[config.mk]
export PLATFORM = sky130hd
export DESIGN_NAME = integer_to_english_word_tokens_core
export DESIGN_NICKNAME = d
export VERILOG_FILES = /design/src/design/itew_pkg.sv /design/src/design/itew_front.sv /design/src/design/itew_queue.sv /design/src/design/itew_back.sv /design/src/design/integer_to_english_word_tokens_core.sv
export SDC_FILE = /design/constraint.sdc
export NUM_CORES = 1
export LEC_CHECK = 0
export BUFFER_PORTS_ARGS = -buffer_cell sky130_fd_sc_hd__buf_2
export CORE_ASPECT_RATIO = 1.25
export CORE_MARGIN = 3
export CORE_UTILIZATION = 61
export CTS_BUF_LIST = sky130_fd_sc_hd__clkbuf_8 sky130_fd_sc_hd__clkbuf_16
export CTS_CLUSTER_SIZE = 12
export DETAILED_ROUTE_END_ITERATION = 12
export GPL_TIMING_DRIVEN = 1
export PLACE_DENSITY = 0.83
export SLEW_MARGIN = 40
export SYNTH_ARGS = -nofsm -noshare
export SYNTH_HDL_FRONTEND = slang
export SYNTH_SLANG_ARGS = --single-unit
[constraint.sdc]
create_clock -name clk -period 9.3 [get_ports clk]
set_clock_uncertainty 0.1 [all_clocks]
set_input_delay 1.86 -clock clk [delete_from_list [all_inputs] [get_ports clk]]
set_output_delay 1.86 -clock clk [all_outputs]
set_load 0.05 [all_outputs]
[src/design/itew_pkg.sv]
// ----------------------------------------------------------------------------
// itew_pkg: shared types and token helpers
// Token codes, the queue entry type and the per-group word functions that
// the front end and the back end both use.
// ----------------------------------------------------------------------------
package itew_pkg;

  localparam int VALUE_W  = 31;
  localparam int CODE_W   = 5;
  localparam int N_DIGITS = 10;
  localparam int BCD_W    = 4 * N_DIGITS;
  localparam int N_GROUPS = 4;
  localparam int N_SLOTS  = 5;
  localparam int NUM_POS  = N_GROUPS * N_SLOTS + 1;
  localparam int ZERO_POS = NUM_POS - 1;

  localparam logic [CODE_W-1:0] TOK_ZERO     = 5'd0;
  localparam logic [CODE_W-1:0] TOK_TENS_OFS = 5'd18;
  localparam logic [CODE_W-1:0] TOK_TEEN_OFS = 5'd10;
  localparam logic [CODE_W-1:0] TOK_HUNDRED  = 5'd28;
  localparam logic [CODE_W-1:0] TOK_THOUSAND = 5'd29;
  localparam logic [CODE_W-1:0] TOK_MILLION  = 5'd30;
  localparam logic [CODE_W-1:0] TOK_BILLION  = 5'd31;

  localparam logic [2:0] SLOT_DIGIT   = 3'd0;
  localparam logic [2:0] SLOT_HUNDRED = 3'd1;
  localparam logic [2:0] SLOT_REST    = 3'd2;
  localparam logic [2:0] SLOT_ONES    = 3'd3;
  localparam logic [2:0] SLOT_SCALE   = 3'd4;

  localparam logic [1:0] GRP_BILLION  = 2'd0;
  localparam logic [1:0] GRP_MILLION  = 2'd1;
  localparam logic [1:0] GRP_THOUSAND = 2'd2;
  localparam logic [1:0] GRP_UNIT     = 2'd3;

  typedef logic [3:0] bcd_t;

  typedef struct packed {
    logic [NUM_POS-1:0] mask;
    logic [BCD_W-1:0]   digits;
  } word_item_t;

  typedef struct packed {
    logic full;
    logic empty;
  } q_stat_t;

  // Which of the five word slots of one group produce a token.
  function automatic logic [N_SLOTS-1:0] group_mask(input bcd_t h, input bcd_t t,
                                                   input bcd_t o, input logic [1:0] g);
    logic [N_SLOTS-1:0] m;
    begin
      m = '0;
      m[SLOT_DIGIT]   = (h != 4'd0);
      m[SLOT_HUNDRED] = (h != 4'd0);
      m[SLOT_REST]    = (t != 4'd0) || (o != 4'd0);
      m[SLOT_ONES]    = (t >= 4'd2) && (o != 4'd0);
      m[SLOT_SCALE]   = (g != GRP_UNIT) && ((h != 4'd0) || (t != 4'd0) || (o != 4'd0));
      return m;
    end
  endfunction

  // The token for one slot of one group.
  function automatic logic [CODE_W-1:0] word_token(input bcd_t h, input bcd_t t,
                                                   input bcd_t o, input logic [1:0] g,
                                                   input logic [2:0] s);
    logic [CODE_W-1:0] tok;
    begin
      case (s)
        SLOT_DIGIT:   tok = CODE_W'(h);
        SLOT_HUNDRED: tok = TOK_HUNDRED;
        SLOT_REST: begin
          if (t >= 4'd2) begin
            tok = CODE_W'(t) + TOK_TENS_OFS;
          end else begin
            tok = CODE_W'(o) + (t[0] ? TOK_TEEN_OFS : TOK_ZERO);
          end
        end
        SLOT_ONES:    tok = CODE_W'(o);
        SLOT_SCALE: begin
          case (g)
            GRP_BILLION:  tok = TOK_BILLION;
            GRP_MILLION:  tok = TOK_MILLION;
            GRP_THOUSAND: tok = TOK_THOUSAND;
            default:      tok = TOK_ZERO;
          endcase
        end
        default:      tok = TOK_ZERO;
      endcase
      return tok;
    end
  endfunction

endpackage

[src/design/itew_front.sv]
// ----------------------------------------------------------------------------
// itew_front: input stage and decimal conversion
// Accepts a value, converts it to ten decimal digits four bits per cycle,
// works out which word slots are present and pushes the item to the queue.
// ----------------------------------------------------------------------------
module itew_front
  import itew_pkg::*;
(
  input  logic                 clk,
  input  logic                 rst_n,
  input  logic                 in_tvalid,
  output logic                 in_tready,
  input  logic [VALUE_W-1:0]   in_value,
  input  q_stat_t              q_stat,
  output logic                 q_push,
  output word_item_t           q_item
);

  localparam logic [1:0] ST_IDLE = 2'd0;
  localparam logic [1:0] ST_CONV = 2'd1;
  localparam logic [1:0] ST_PUSH = 2'd2;

  logic [1:0]       state_r, state_nxt;
  logic [2:0]       cnt_r, cnt_nxt;
  logic [31:0]      shift_r, shift_nxt;
  logic [BCD_W-1:0] bcd_r, bcd_nxt;
  logic [BCD_W-1:0] bcd_step;
  logic [31:0]      shift_step;
  logic [47:0]      dpad;
  logic [NUM_POS-1:0] mask;

  always_comb begin
    bcd_step   = bcd_r;
    shift_step = shift_r;
    for (int k = 0; k < 4; k++) begin
      for (int d = 0; d < N_DIGITS; d++) begin
        if (bcd_step[4*d +: 4] >= 4'd5) begin
          bcd_step[4*d +: 4] = bcd_step[4*d +: 4] + 4'd3;
        end
      end
      {bcd_step, shift_step} = {bcd_step[BCD_W-2:0], shift_step, 1'b0};
    end
  end

  always_comb begin
    dpad = {8'd0, bcd_r};
    mask = '0;
    for (int g = 0; g < N_GROUPS; g++) begin
      mask[g*N_SLOTS +: N_SLOTS] = group_mask(dpad[4*(3*(3-g)+2) +: 4],
                                              dpad[4*(3*(3-g)+1) +: 4],
                                              dpad[4*(3*(3-g)) +: 4], 2'(g));
    end
    mask[ZERO_POS] = (bcd_r == '0);
  end

  assign in_tready     = (state_r == ST_IDLE);
  assign q_push        = (state_r == ST_PUSH) && !q_stat.full;
  assign q_item.mask   = mask;
  assign q_item.digits = bcd_r;

  always_comb begin
    state_nxt = state_r;
    cnt_nxt   = cnt_r;
    shift_nxt = shift_r;
    bcd_nxt   = bcd_r;
    case (state_r)
      ST_IDLE: begin
        if (in_tvalid) begin
          shift_nxt = {1'b0, in_value};
          bcd_nxt   = '0;
          cnt_nxt   = '0;
          state_nxt = ST_CONV;
        end
      end
      ST_CONV: begin
        shift_nxt = shift_step;
        bcd_nxt   = bcd_step;
        cnt_nxt   = cnt_r + 3'd1;
        if (cnt_r == 3'd7) begin
          state_nxt = ST_PUSH;
        end
      end
      ST_PUSH: begin
        if (!q_stat.full) begin
          state_nxt = ST_IDLE;
        end
      end
      default: state_nxt = ST_IDLE;
    endcase
  end

  always_ff @(posedge clk) begin
    if (!rst_n) begin
      state_r <= ST_IDLE;
      cnt_r   <= '0;
    end else begin
      state_r <= state_nxt;
      cnt_r   <= cnt_nxt;
    end
    shift_r <= shift_nxt;
    bcd_r   <= bcd_nxt;
  end

endmodule

[src/design/itew_queue.sv]
// ----------------------------------------------------------------------------
// itew_queue: two-entry item queue
// Holds converted items between the front end and the word sequencer.
// ----------------------------------------------------------------------------
module itew_queue
  import itew_pkg::*;
(
  input  logic       clk,
  input  logic       rst_n,
  input  logic       push,
  input  word_item_t push_item,
  input  logic       pop,
  output word_item_t head_item,
  output q_stat_t    stat
);

  word_item_t mem_r [2];
  logic       wr_ptr_r, rd_ptr_r;
  logic [1:0] cnt_r;

  assign stat.full  = (cnt_r == 2'd2);
  assign stat.empty = (cnt_r == 2'd0);
  assign head_item  = mem_r[rd_ptr_r];

  always_ff @(posedge clk) begin
    if (!rst_n) begin
      wr_ptr_r <= 1'b0;
      rd_ptr_r <= 1'b0;
      cnt_r    <= 2'd0;
    end else begin
      if (push) begin
        wr_ptr_r <= ~wr_ptr_r;
      end
      if (pop) begin
        rd_ptr_r <= ~rd_ptr_r;
      end
      case ({push, pop})
        2'b10:   cnt_r <= cnt_r + 2'd1;
        2'b01:   cnt_r <= cnt_r - 2'd1;
        default: cnt_r <= cnt_r;
      endcase
    end
    if (push) begin
      mem_r[wr_ptr_r] <= push_item;
    end
  end

endmodule

[src/design/itew_back.sv]
// ----------------------------------------------------------------------------
// itew_back: word sequencer
// Steps through the present word slots of one item, one token per cycle when
// not stalled, into a registered output beat, and flags the final token.
// ----------------------------------------------------------------------------
module itew_back
  import itew_pkg::*;
(
  input  logic              clk,
  input  logic              rst_n,
  input  word_item_t        head_item,
  input  q_stat_t           q_stat,
  output logic              q_pop,
  output logic              out_tvalid,
  input  logic              out_tready,
  output logic [CODE_W-1:0] out_code,
  output logic              out_last
);

  logic [NUM_POS-1:0] mask_r, mask_nxt;
  logic [BCD_W-1:0]   digits_r;
  logic               out_valid_r;
  logic [CODE_W-1:0]  out_code_r;
  logic               out_last_r;
  logic [NUM_POS-1:0] onehot;
  logic               single;
  logic               emit;
  logic [47:0]        dpad;
  logic [CODE_W-1:0]  tok;

  assign onehot = mask_r & (~mask_r + NUM_POS'(1));
  assign single = ((mask_r & (mask_r - NUM_POS'(1))) == '0);
  assign emit   = (mask_r != '0) && (!out_valid_r || out_tready);
  assign q_pop  = !q_stat.empty && ((mask_r == '0) || (emit && single));

  always_comb begin
    dpad = {8'd0, digits_r};
    tok  = TOK_ZERO;
    for (int g = 0; g < N_GROUPS; g++) begin
      for (int s = 0; s < N_SLOTS; s++) begin
        if (onehot[g*N_SLOTS + s]) begin
          tok = word_token(dpad[4*(3*(3-g)+2) +: 4], dpad[4*(3*(3-g)+1) +: 4],
                           dpad[4*(3*(3-g)) +: 4], 2'(g), 3'(s));
        end
      end
    end
  end

  always_comb begin
    mask_nxt = mask_r;
    if (q_pop) begin
      mask_nxt = head_item.mask;
    end else if (emit) begin
      mask_nxt = mask_r & ~onehot;
    end
  end

  always_ff @(posedge clk) begin
    if (!rst_n) begin
      mask_r      <= '0;
      out_valid_r <= 1'b0;
    end else begin
      mask_r <= mask_nxt;
      if (emit) begin
        out_valid_r <= 1'b1;
      end else if (out_tready) begin
        out_valid_r <= 1'b0;
      end
    end
    if (q_pop) begin
      digits_r <= head_item.digits;
    end
    if (emit) begin
      out_code_r <= tok;
      out_last_r <= single;
    end
  end

  assign out_tvalid = out_valid_r;
  assign out_code   = out_code_r;
  assign out_last   = out_last_r;

endmodule

[src/design/integer_to_english_word_tokens_core.sv]
// ----------------------------------------------------------------------------
// integer_to_english_word_tokens_core: number to English word tokens
// Spells a value below 2^31 as a run of word tokens, final token flagged.
//
//   Channel   Direction  Beat contents
//   in_*      input      tdata[30:0] value
//   out_*     output     tdata[4:0] word_code, tlast last_word
//
// The front end accepts a value, converts it four bits at a time, and pushes
// it into a two-entry queue, waiting while the queue is full; it takes no new
// value until that push. The sequencer sends one token per cycle while
// out_tready is high, 1 to 16 per value, and loads the next queued value while
// it sends the final token; the front end works on later values meanwhile.
// Reset is synchronous and empties the queue and the output register.
// ----------------------------------------------------------------------------
module integer_to_english_word_tokens_core
  import itew_pkg::*;
(
  input  logic        clk,
  input  logic        rst_n,
  input  logic        in_tvalid,
  output logic        in_tready,
  input  logic [31:0] in_tdata,   // [30:0] value
  output logic        out_tvalid,
  input  logic        out_tready,
  output logic [7:0]  out_tdata,  // [4:0] word_code
  output logic        out_tlast
);

  q_stat_t           q_stat;
  logic              q_push;
  logic              q_pop;
  word_item_t        q_in_item;
  word_item_t        q_head_item;
  logic [CODE_W-1:0] out_code;

  itew_front u_front (
    .clk       (clk),
    .rst_n     (rst_n),
    .in_tvalid (in_tvalid),
    .in_tready (in_tready),
    .in_value  (in_tdata[VALUE_W-1:0]),
    .q_stat    (q_stat),
    .q_push    (q_push),
    .q_item    (q_in_item)
  );

  itew_queue u_queue (
    .clk       (clk),
    .rst_n     (rst_n),
    .push      (q_push),
    .push_item (q_in_item),
    .pop       (q_pop),
    .head_item (q_head_item),
    .stat      (q_stat)
  );

  itew_back u_back (
    .clk        (clk),
    .rst_n      (rst_n),
    .head_item  (q_head_item),
    .q_stat     (q_stat),
    .q_pop      (q_pop),
    .out_tvalid (out_tvalid),
    .out_tready (out_tready),
    .out_code   (out_code),
    .out_last   (out_tlast)
  );

  assign out_tdata = {3'd0, out_code};

`ifndef SYNTHESIS
  a_no_push_when_full: assert property (@(posedge clk) disable iff (!rst_n)
    q_push |-> !q_stat.full) else $error("push into a full queue");

  a_no_pop_when_empty: assert property (@(posedge clk) disable iff (!rst_n)
    q_pop |-> !q_stat.empty) else $error("pop from an empty queue");

  a_zero_is_alone: assert property (@(posedge clk) disable iff (!rst_n)
    (out_tvalid && out_code == TOK_ZERO) |-> out_tlast)
    else $error("Zero token is not the final token");

  a_busy_after_accept: assert property (@(posedge clk) disable iff (!rst_n)
    (in_tvalid && in_tready) |=> !in_tready)
    else $error("front end ready right after an accept");
`endif

endmodule

==> results of run 1 <==
==> cells by family (layout without fill, tap and decap cells) <==
kind of cell               after synthesis  count (layout)
and+or+nand+nor                        421             421
AOI/OAI and AO/OA                      394             394
DFF                                    254             254
buffers and inverters                  108             161
muxes                                   96              96
adders and majority gates               70              70
xor gates and xnor gates                34              34
other                                    1               3
==> flip-flops by register name, indices dropped and copies added (netlist names), named ones only <==
| signal | count |
|---|---|
| u_back.digits_r | 40 |
| u_back.mask_r | 19 |
| u_back.out_code | 5 |
| u_back.out_last | 1 |
| u_back.out_tvalid | 1 |
| u_front.bcd_r | 40 |
| u_front.cnt_r | 3 |
| u_front.shift_r | 32 |
| u_front.state_r | 2 |
| u_queue.cnt_r | 2 |
| u_queue.mem_r | 106 |
| u_queue.rd_ptr_r | 1 |
| u_queue.wr_ptr_r | 1 |
==> final cells by class <==
cell class	count	share of cell area, %
sequential	254	46.22
inverter	62	1.468
clock inverter	18	0.4656
multi-input combinational	1018	43.27
timing repair buffer	52	1.799
clock buffer	29	4.506
tap	288	2.273
==> per-stage QoR <==
stage | cells | area (um2) | worst slack, ps | utilization, %
after floorplan | 1380 | 14610 | 4744 | -
after global placement | 1674 | 15060 | 5291 | 64.72
after detailed placement | 1674 | 15060 | 5086 | 64.72
after CTS | 1721 | 15850 | 5045 | 68.10
after global routing | 1721 | 15860 | 4774 | 68.13
final | 1721 | 15860 | 5053 | 68.13
==> Yosys cell counts, types with 25 or more instances <==
master / count / area, um2
mux2i_1: 40 / 400.4
ha_1: 68 / 850.8
xnor2_1: 30 / 262.8
a21oi_1: 120 / 600.6
nor2_1: 79 / 296.5
inv_1: 61 / 229.0
nand2_1: 151 / 566.8
a31oi_1: 26 / 162.7
nor3_1: 32 / 160.2
mux2_2: 56 / 630.6
edfxtp_1: 224 / 6726
nand2b_1: 25 / 156.4
o21ai_0: 61 / 305.3
dfxtp_1: 30 / 600.6
clkbuf_1: 34 / 127.6
==> metal layers <==
metal / GRT usage, % / vias to the layer above
li1: - / 5277
met1: 28.04 / 5074
met2: 40.67 / 293
met3: 2.615 / 59
met4: 6.960 / 0
met5: 0 / -
==> worst register-to-register path, cell delays in order (launching register included) <==
cell and delay [ps]:
edfxtp_1 450, inv_1 100, ha_1 240, nand2b_1 100
or3b_2 510, and2_1 200, inv_1 80, ha_1 180
inv_1 50, a21o_1 150, a31oi_1 460, inv_1 90
ha_1 220, or3_1 370, a21oi_1 410, a21oi_1 150
mux2i_1 160
==> worst paths after layout <==
kind	startpoint	endpoint
worst max-delay path	u_front.bcd_r[8]	u_front.bcd_r[16]
worst min-delay path	u_front.bcd_r[37]	u_queue.mem_r[1][37]
worst max register to register	u_front.bcd_r[8]	u_front.bcd_r[16]
worst min register to register	u_front.bcd_r[37]	u_queue.mem_r[1][37]
==> run metrics, run 1 <==
worst path cell trace inv_1, ha_1, nand2b_1, or3b_2, and2_1, inv_1, ha_1, inv_1, a21o_1, a31oi_1, inv_1, ha_1, or3_1, a21oi_1, a21oi_1, mux2i_1; H-tree depth 1; clk_lat worst skew 530 ps; chip width 144.4 um; Hold Crit Depth 0; cell count after synthesis 1,378; multiplexer share of the synthesized area 7.063%; Avg WL per Cell 16.83 um; Compound-Gate Fraction of Synth Area 17.60%; Critical Path Max Stage Delay 510 ps; Setup TNS Final 0 ps; Final Wtd Congestion 0.8829; slowest cell on the critical path or3b_2; kind of critical path flop to flop; CP startpoint kind flop; hold_ws 372.5 ps; met3 wire length 1435 um; vias in the first global route 10,070; Max Cap Viol 0; die height 179.0 um; critical path depth 16; Reg area 7328 um2; adder-cell share of the synthesized area 5.966%; cts hold-fix bufs 0; Min-Delay Path Class flop to flop; commonest non-fill, non-tap cell in the layout edfxtp_1; post-synthesis xor/xnor area fraction 2.040%; via count 10,700; sequential cell area fraction in the yosys report 50.19%; Bufs on Longest Clock Path 3; commonest non-fill, non-tap cells in the layout edfxtp_1, nand2_1, a21oi_1; family with the most delay on the worst path simple AND/OR/NAND/NOR gates; Yosys reg bits 254; die footprint 25,830 um2; GRT Residual Overflow 0; largest family of logic cells by synthesized area compound AO/OA/AOI/OAI gates; crit path DAT 4420 ps; dominant synthesized flop cell edfxtp_1; clk root buf clkbuf_16; row cnt 62; Final ANT Viol Nets 0; Synth warnings 0; Async SR Flop Fraction 0%; Ant. Diodes 0; most used cell, CP inv_1; post-DR vias/cell 6.219; total core area 23,270 um2; Post-Synth Simple-Gate Area 14.04%; status finished clean; # IOs 47; Period minus WS final 4247 ps; crit path max fanout 7; Synth cell types 76; CTS buffer count 26; CP Buf/Inv Count 4; Worst Path Required 9470 ps; largest net degree at the start of global routing 63; Slew @ Worst Pin 790.5 ps; CTS tree yes; first-pass GRT wire length 47,460 um; Post-synth EDFFs 224; area of the multi-input gates 6862 um2; final WL 28,970 um; initial antenna violation count 0; Peak Freq 235.5 MHz; CP endpoint kind flop; CTS clk-pin slew, worst paths 60 ps; period utilization 45.66%; syn avg cell area 10.59 um2; final hold violations 0; post-CTS sizing 0; M1 WL 11,890 um; nets 1,518; R2R depth 16; Layout area overhead 8.623%; drt initial violations 863; share of layout cells above drive strength 1 12.70%; Worst slew margin 46.56%; Post-CTS Setup Inserts 0; GR Util All Layers 22.47%; RSZ-0062 raised after global routing no; Slew Viols, Final 0; HPWL Detailed 19,720 um; Routed met2 length 14,900 um; top sig layer met4; drt pass-1 iters 5; FILL cells 1,698; Netlist Area Pre-Place 14,600 um2; DRC 0; Initial Util 62.73%; count of input and output buffers 42; Final setup viols 0; Clock Sinks 254; R2R setup slack 5050 ps
Power of run 1 is not shown: default switching activity piles up to over one toggle a cycle in this logic, so the estimate is an artifact.
==> run 2: changes to the inputs <==
clock period = 4 ns   (was 9.3 ns; I/O delays follow)
==> run metrics, run 2 (same netlist as run 1, synthesis figures left out) <==
H-tree depth 1; Final setup viols 0; post-DR vias/cell 6.257; Period minus WS final 3832 ps; drt initial violations 880; Peak Freq 261.0 MHz; CP Buf/Inv Count 3; clk_lat worst skew 520 ps; Layout Cells excl Fill 1,754; FILL cells 1,598; final hold violations 0; Ant. Diodes 0; slowest cell on the critical path edfxtp_1; family with the most delay on the worst path compound AO/OA/AOI/OAI gates; Area after DPL 15,180 um2; Slew @ Worst Pin 743.5 ps; dpl cells 1,689; crit path max fanout 5; GR Util All Layers 22.90%; HPWL Detailed 20,610 um; vias in the first global route 10,310; commonest non-fill, non-tap cells in the layout edfxtp_1, nand2_1, a21oi_1; Max Cap Viol 0; most used cell, CP ha_1; DRC 0; R2R depth 18; Worst Path Required 4260 ps; first-pass GRT wire length 48,600 um; commonest non-fill, non-tap cell in the layout edfxtp_1; initial antenna violation count 0; share of layout cells above drive strength 1 16.64%; R2R setup slack 170 ps; die height 179.0 um; Worst R2R Start u_front.bcd_r[36]; GRT Residual Overflow 0; Layout area overhead 11.54%; period utilization 95.80%; count of input and output buffers 42; nets 1,550; final WL 30,460 um; kind of critical path flop to flop; top flop regs u_queue.mem_r (106), u_back.digits_r (40), u_front.bcd_r (40); CTS clk-pin slew, worst paths 60 ps; Final ANT Viol Nets 0; Largest register FFs 106; CTS buffer count 27; Hold Crit Depth 0; cts hold-fix bufs 0; CP endpoint kind flop; design area 16,280 um2; worst path cell trace inv_1, ha_1, nand2b_1, a21oi_4, xnor2_2, inv_1, ha_1, o21ai_1, a31oi_2, inv_1, ha_1, nor2_1, nor2_1, o31ai_2, ha_1, nor2b_1, o211a_1, mux2i_1; Reg-to-Reg End u_front.bcd_r[37]; CTS tree yes; row cnt 62; Clock Sinks 254; Hold EP u_queue.mem_r[0][37]; Setup TNS Final 0 ps; crit path DAT 4100 ps; Worst Hold Launch u_front.bcd_r[37]; total core area 23,270 um2; clk root buf clkbuf_16; Worst slew margin 50.20%; die footprint 25,830 um2; chip width 144.4 um; status finished clean; via count 10,980; CP startpoint kind flop; Reg with most FFs u_queue.mem_r; Critical Path Max Stage Delay 470 ps; Min-Delay Path Class flop to flop; Bufs on Longest Clock Path 3; # IOs 47; drt pass-1 iters 8; largest net degree at the start of global routing 55; Avg WL per Cell 17.37 um; Slew Viols, Final 0; Initial Util 62.73%; Final Wtd Congestion 0.8333
==> run 2: changes by cell type in the layout (fill, tap and decap cells not counted), moves of 6 or more <==
| cell | before | now |
|---|---|---|
| a21oi_1 | 120 | 109 |
| a21oi_2 | 2 | 12 |
| a31oi_1 | 26 | 19 |
| a31oi_2 | 0 | 7 |
| buf_4 | 10 | 40 |
| xnor2_1 | 30 | 24 |
| xnor2_2 | 0 | 6 |
==> run 2: timing repair <==
item                       in CTS  in global routing
resized for setup               2                 28
setup buffers                   0                 16
pin swaps                       0                  2
setup endpoints to repair       4                 26
==> run 2: cell type report <==
class	count	area, um2	share of cell area, %
inverter	62	236.5	1.452
timing repair buffer	83	525.5	3.228
sequential	254	7328	45.01
clock inverter	20	115.1	0.7070
clock buffer	29	703.2	4.319
multi-input combinational	1018	7013	43.07
tap	288	360.3	2.213
==> run 2: layer usage <==
layer  wire length [um]  GRT usage, %
met4               1073         8.165
met1              12210         28.45
met5                  0             0
met3               1578         2.748
met2              15590         40.96
==> run 2: how the worst max path moves through the flow <==
stage                                 start                end  slack, ps  depth (start not counted)
after floorplan            u_back.mask_r[6]   u_queue.cnt_r[1]        200                         14
after global placement    u_front.bcd_r[32]  u_front.bcd_r[38]        210                         15
after detailed placement  u_front.bcd_r[36]  u_front.bcd_r[37]         30                         18
after CTS                 u_front.bcd_r[36]  u_front.bcd_r[37]         20                         18
after global routing      u_front.bcd_r[32]  u_front.bcd_r[37]        -60                         18
final                     u_front.bcd_r[36]  u_front.bcd_r[37]        170                         18
==> run 2: worst reg2reg max path, delay by kind of cell (launching register included) <==
family	cells	cell delay (ps)
and+or+nand+nor	4	470
buffers and inverters	3	370
muxes	1	190
xor gates and xnor gates	1	110
adders and majority gates	4	880
AOI/OAI and AO/OA	5	1100
DFF	1	470
==> run 2: per-stage QoR <==
stage | utilization [%] | setup slack, ps | hold WS (ps)
2_1_floorplan | - | 202.2 | 345.0
3_5_place_dp | 65.25 | 29.66 | 374.1
6_report | 69.96 | 168.0 | 387.9
3_3_place_gp | 65.18 | 206.5 | 357.6
4_1_cts | 68.82 | 18.95 | 387.3
5_1_grt | 69.96 | -59.88 | 399.5
Power of run 2 is left out for the same reason.
==> run 3: changes to the inputs <==
ABC_AREA = 1   (was default)
==> run metrics, run 3 <==
Setup TNS Final 0 ps; Post-synth EDFFs 224; post-DR vias/cell 5.543; status finished clean; Max Cap Viol 0; Critical Path Max Stage Delay 440 ps; CP endpoint kind flop; worst path cell trace inv_2, ha_1, inv_1, nand2_1, nand3_2, xor2_2, ha_1, nand3b_1, nand2_1, nand3_1, and2_4, ha_1, inv_1, nand4_1, nand2_1, nand2_1, nand2_1, nand2_2, ha_1, or2_2, nand3_2, nand3_1, nand2_1, nor2_1; via count 11,510; H-tree depth 1; worst slack, placed 150.6 ps; drt pass-1 iters 5; dominant cells by area after synthesis edfxtp_1, nand2_1, ha_1; most used cell, CP nand2_1; CTS buffer count 27; commonest non-fill, non-tap cell in the layout nand2_1; met3 wire length 1542 um; dominant synthesized flop cell edfxtp_1; Clock Sinks 254; commonest non-fill, non-tap cells in the layout nand2_1, edfxtp_1, inv_1; Worst Path Required 4180 ps; die footprint 25,840 um2; GR Util All Layers 23.20%; Largest register FFs 106; initial antenna violation count 0; DRC 0; Reg with most FFs u_queue.mem_r; crit path max fanout 4; first-pass GRT wire length 49,460 um; Bufs on Longest Clock Path 3; CP startpoint kind flop; hold_ws 354.5 ps; leading area contributor after synthesis edfxtp_1; # IOs 47; CTS tree yes; row cnt 62; Slew @ Worst Pin 816.8 ps; Peak Freq 269.0 MHz; syn avg cell area 8.559 um2; Routed met2 length 14,980 um; Ant. Diodes 0; share of layout cells above drive strength 1 12.24%; Yosys top cell area share 46.07%; Async SR Flop Fraction 0%; vias in the first global route 11,070; Synth warnings 0; Slew Viols, Final 0; Final Wtd Congestion 0.8621; sequential cell area fraction in the yosys report 50.18%; period utilization 92.92%; die height 179.0 um; clk root buf clkbuf_16; final hold violations 0; M1 WL 12,360 um; total core area 23,270 um2; Avg WL per Cell 14.31 um; HPWL Detailed 20,000 um; cell count after synthesis 1,706; top sig layer met4; most frequent cell after synthesis nand2_1; worst setup margin 283.1 ps; crit path DAT 3900 ps; chip width 144.4 um; GRT Residual Overflow 0; Yosys reg bits 254; slowest cell on the critical path edfxtp_1; Min-Delay Path Class flop to flop; final WL 29,720 um; Final setup viols 0; Period minus WS final 3717 ps; drt initial violations 931; Synth cell types 57; count of input and output buffers 42; kind of critical path flop to flop; nets 1,876; clk_lat worst skew 530 ps; top flop regs u_queue.mem_r (106), u_back.digits_r (40), u_front.bcd_r (40); Initial Util 62.74%; CTS clk-pin slew, worst paths 60 ps; Netlist Area Pre-Place 14,600 um2; Final ANT Viol Nets 0; largest net degree at the start of global routing 75; Layout area overhead 10.23%; Worst slew margin 45.41%; Synth top cells by count nand2_1, edfxtp_1, inv_1
run 3: changes by cell type after synthesis, sizes merged, moves of 24 or more:
| cell | change |
|---|---|
| inv | +156 |
| mux2i | -40 |
| a21oi | -58 |
| mux2 | -55 |
| xnor2 | -24 |
| nand2 | +462 |
| a211oi | -24 |
| nand2b | -25 |
| nand4 | +40 |
| nand3 | +130 |
run 3: final timing paths:
path	end	cells after the start	slack [ps]	startpoint
max reg2reg	u_front.bcd_r[37]	24	280	u_front.bcd_r[36]
min reg2reg	flop	1	350	u_queue.rd_ptr_r
min	flop	1	350	u_queue.rd_ptr_r
max	u_front.bcd_r[37]	24	280	u_front.bcd_r[36]
run 3: timing repair:
item,4_1_cts,5_1_grt
endpoints found under the setup margin,0,2
gates resized for setup,0,11
hold buffers,0,0
buffers inserted,0,14
run 3: layout make-up:
type	instances	area (um2)
clock buffers	28	689.4
clock inverters	18	123.9
fillers	1706	7177
inverters	217	817.0
multi-input cells	1206	6374
flip-flops and latches	254	7328
well taps	288	360.3
repair buffers	66	402.9
run 3: logic make-up after synthesis:
group           after synthesis  synth area share, %
compound gates              171                7.172
xor+xnor                     12               0.7198
fa+ha+maj                    68                5.827
buf+inv                     248                6.727
flops                       254                50.18
mux                           1              0.07712
other cells                   1              0.02568
simple gates                951                29.27
run 3: critical path: cells and delay by family, from the launching register on:
kind,cells,cell delay (ps)
adders and majority gates,4,730
buffers and inverters,3,200
xor gates and xnor gates,1,210
and+or+nand+nor,16,1800
DFF,1,440
run 3: per-stage QoR:
stage                     util (%)  area [um2]  std cells
after floorplan                  -       14610       1708
after global placement       65.03       15130       2017
after detailed placement     65.06       15140       2017
after CTS                    68.56       15960       2063
after global routing         69.16       16100       2077
final                        69.16       16100       2077
run 3: layer usage:
layer	GRT usage, %	vias up
met1	29.24	5336
met4	7.854	0
met3	3.282	79
met5	0	-
met2	40.90	290
li1	-	5807
Power of run 3 is left out for the same reason.
